## src/rtl/ter_ram.sv

```systemverilog
// Generic single-port RAM with registered read.
// No dependencies.
module ter_ram #(
    parameter int WIDTH = 8,
    parameter int DEPTH = 256
) (
    input  logic                     clk,
    input  logic                     we,
    input  logic [$clog2(DEPTH)-1:0] addr,
    input  logic [WIDTH-1:0]         wdata,
    output logic [WIDTH-1:0]         rdata
);

    logic [WIDTH-1:0] mem [DEPTH];

    // write or read one entry a cycle
    always_ff @(posedge clk)
    begin
        if (we)
        begin
            mem[addr] <= wdata;
        end
        rdata <= mem[addr];
    end

endmodule

```

## config.mk

```make
export PLATFORM = sky130hd
export DESIGN_NAME = ter_ram
export DESIGN_NICKNAME = d
export VERILOG_FILES = /design/src/rtl/ter_ram.sv
export SDC_FILE = /design/constraint.sdc
export NUM_CORES = 2
export LEC_CHECK = 0
export ABC_AREA = 1
export BUFFER_PORTS_ARGS = -buffer_cell sky130_fd_sc_hd__buf_2
export CORE_MARGIN = 10
export CORE_UTILIZATION = 45
export DETAILED_ROUTE_END_ITERATION = 8
export GPL_ROUTABILITY_DRIVEN = 0
export PLACE_DENSITY = 0.66
export SLEW_MARGIN = 20
export SYNTH_ARGS = -nofsm -noshare
export SYNTH_HDL_FRONTEND = slang
export SYNTH_SLANG_ARGS = --single-unit
```

## constraint.sdc

```tcl
create_clock -name clk -period 2.6 [get_ports clk]
set_input_delay 0.39 -clock clk [delete_from_list [all_inputs] [get_ports clk]]
set_output_delay 0.39 -clock clk [all_outputs]
set_load 0.01 [all_outputs]
```

# Word level (Yosys, flattened, before mapping)
# Memories as Yosys holds them, arrays and structs flattened. A register that Yosys moved wholly into a read port is not among the register bits.
# Index checks and enable logic that the tools add are counted.
[word_totals]
ramBits = 2048
reg_bits = 0
wordCells = 3
memories = 1
mem_bits_ro = 0
latch_bits = 0
[op_classes]
mux = 2
div = 0
n_eq_ne = 0
addsub = 0
reduce_logical = 0
multipliers = 0
magnitude_cmp = 0
bitwise = 0
shift = 0
[memory_table]
columns = ["name", "depth", "word_bits", "rd", "rd_ports_with_merged_regs", "wr", "line", "source"]
rows = [
  ["mem", 256, 8, 1, 1, 1, "14", "logic [WIDTH-1:0] mem [DEPTH];"],
]
[op_table]
columns = ["operator", "n"]
rows = [
  ["$mux 1", 2],
]

# Logic depth before layout (Yosys ltp)
[depth]
depth_word = 2
ltp_mapped = 15
depth_no_buf = 13

# Worst setup path before layout
# OpenSTA, ideal clock, no wires.
[synth_timing]
path_type = "input port to flip-flop"
start = "input addr[1]"
end = "memory mem[234][0] (enable)"
stages = 10
t_arrival_ps = 1860
setup_slack_ps = 370
t_required_ps = 2230
path_buffers = 4
path_cell_list = "buf_4 > inv_4 > nor2_8 > buf_4 > buf_4 > inv_2 > nor2_1 > nand2_1 > clkbuf_1 > nor2_1"
[synth_lines]
columns = ["item", "line", "source"]
rows = [
  ["start, declared", "9", "input logic [$clog2(DEPTH)-1:0] addr,"],
  ["end, declared", "14", ""],
]
# No word-level cell before the write port.

==> flow_summary.json <==
{
  "worst_hold_slack_ns": 0.0496,
  "routed_wl_mm": 230,
  "cts_buffers": 202,
  "grt_usage": 0.219,
  "ys_types": 18,
  "rsz0062_at_grt": "false",
  "die_w_um": 454,
  "syn-num-nets": 8039,
  "ir_drop_uv": 793,
  "drtAntennaViolNets": 0,
  "path_clk_slew_ns": 0.06,
  "synth_most_common_cell": "nand2_1",
  "grt_pass1_wl_mm": 346,
  "initial_core_util": 0.452,
  "syn_inst": 8021,
  "synth_area_leaders": "edfxtp_1 (72%), nand2_1 (21%), nor2_1 (1.6%), nand3_1 (1.1%), buf_2 (1.1%)",
  "root_buffer": "clkbuf_16",
  "period_share": 0.926,
  "post_cts_resized": 0,
  "maxCapViolCount": 0,
  "clkSinkCount": 2056,
  "first_global_vias": 56168,
  "cp_max_fo": 1,
  "wire_per_inst_um": 20.9,
  "globalRouteOverflowTotal": 0,
  "core-area_mm2": 0.188,
  "period_needed_ns": 2.41,
  "powerDensity_mw_per_mm2": 711,
  "power.leakage_nw": 39.5,
  "hpwlAfterDp_mm": 141,
  "worstMarginPinSlew_ns": 1.13,
  "nNetsFinal": 8372,
  "async_reset_ff_frac": 0,
  "postCtsHoldBufs": 5,
  "clock_path_buffers": 3,
  "hold_viol_final": 0,
  "die_y_um": 454,
  "fin_ws_ns": 0.192,
  "final_max_slew_viol_count": 0,
  "dr.pass1.iters": 6,
  "netlist.area_leader.share": 0.725,
  "place_ws_ns": -0.619,
  "ys_ff_latch": 2056,
  "ioPinCount": 26,
  "drtIter0Drc": 6122,
  "clkLatencyLatePin_ns": 0.87,
  "grt_antenna_before_repair": 5,
  "drc": 0,
  "synth_area_mm2": 0.0849,
  "vias_per_cell": 5.26,
  "setup_violations": 0,
  "rows": 159,
  "fp.dieArea_mm2": 0.206,
  "synth_edf_count": 2048,
  "ys_warn_count": 0,
  "required_ns": 3.33,
  "numPortBuffers": 25,
  "layout-drive-gt1-share": 0.100,
  "synth_top_area_cell": "edfxtp_1",
  "critPathKind": "reg -> reg",
  "cts_tree": "built",
  "synth_area_per_cell_um2": 10.6,
  "h-tree-depth": 4,
  "outcome": "finished, final reports clean",
  "grt_start_max_net_pins": 101,
  "cp-end-kind": "flop",
  "synth_common_cells": "nand2_1 (4,770), edfxtp_1 (2,048), nor2_1 (361)",
  "synthFlopType": "edfxtp_1",
  "cts_setup_buffers": 0,
  "hp-class": "in -> reg",
  "start_kind": "flop",
  "vias": 58074,
  "max_freq_mhz": 415,
  "skew_ns": 0.0717,
  "syn_to_final_growth_pct": 16.0,
  "cp.arrival_ns": 3.14,
  "maxSlewHeadroom": 0.245,
  "yosysSeqAreaShare": 0.727
}
==> cells by family after synthesis <==
| kind of cell | after synthesis | share of synthesized area |
|---|---|---|
| and+or+nand+nor | 5321 | 0.238 |
| DFF | 2056 | 0.727 |
| buffers and inverters | 452 | 0.0236 |
| AOI/OAI and AO/OA | 192 | 0.0113 |
==> final cells by class <==
| type | instances | area, µm² |
|---|---|---|
| antenna | 7 | 17.5 |
| clock buffer | 234 | 5220 |
| clock inverter | 150 | 1390 |
| fill | 15894 | 89100 |
| inverter | 35 | 165 |
| multi-input combinational | 5513 | 21200 |
| sequential | 2056 | 61700 |
| tap | 2495 | 3120 |
| timing repair buffer | 546 | 5640 |
==> sequential cells by signal (all words and copies together) (netlist names) <==
signal,cells
rdata,8
mem,2048
==> path summary, 6_finish.rpt <==
kind,to,depth (start not counted),slack [ns],startpoint
worst max-delay path,rdata[3]$_DFF_P_,12,0.19,mem[146][3]$_DFFE_PP_
worst max register to register,rdata[3]$_DFF_P_,12,0.19,mem[146][3]$_DFFE_PP_
worst min-delay path,mem[162][7]$_DFFE_PP_,1,0.05,wdata[7]
worst min register to register,rdata[6]$_DFF_P_,10,0.91,mem[94][6]$_DFFE_PP_
==> per-layer routing <==
layer  global-route usage  wire (µm)  vias up
met2                0.357     108000     2441
met5                    0          7        -
met4               0.0857       9100        2
met1                0.297      94900    28159
met3               0.0342      17700      429
li1                     -          -    27043
==> cell usage in the layout (no fill, tap or decap), drive strengths merged <==
cell type,instances
nand3,188
inv,42
edfxtp,2048
dlygate4sd3,5
clkbuf,234
buf,541
clkinvlp,9
clkinv,115
nand2,4771
dfxtp,8
nor2,362
a21oi,32
diode,7
o21ai,160
bufinv,19
==> report_power, final <==
part | switching (W) | internal [W] | leakage, nW
registers | 0.0000629 | 0.0365 | 18.5
clock network | 0.0127 | 0.0163 | 3.22
logic | 0.00317 | 0.00122 | 17.8
total | 0.0160 | 0.0541 | 39.5
==> critical path: stages (launching register included) <==
cell and delay, ns:
edfxtp_1 0.36, nand2_1 0.07, nand2_1 0.04, nand2_1 0.05, nand2_1 0.07, nand2_1 0.07, nand2_1 0.07, o21ai_0 0.33
nand2_1 0.22, nor2_1 0.18, nor2_1 0.07, nor2_1 0.61, nand2_1 0.14
==> metrics by stage <==
step	TNS (ns)	utilization	cell area [µm²]	total power [W]	cells
final	0	0.525	98500	0.0700	11036
after CTS	0	0.525	98400	0.0703	11029
after global placement	-2.72	0.489	91800	0.0416	10640
after detailed placement	-3.67	0.489	91800	0.0416	10640
after global routing	0	0.525	98400	0.0720	11032
after floorplan	0	-	84900	0.0393	8021
Note: power is estimated with default switching activity, not from simulation.
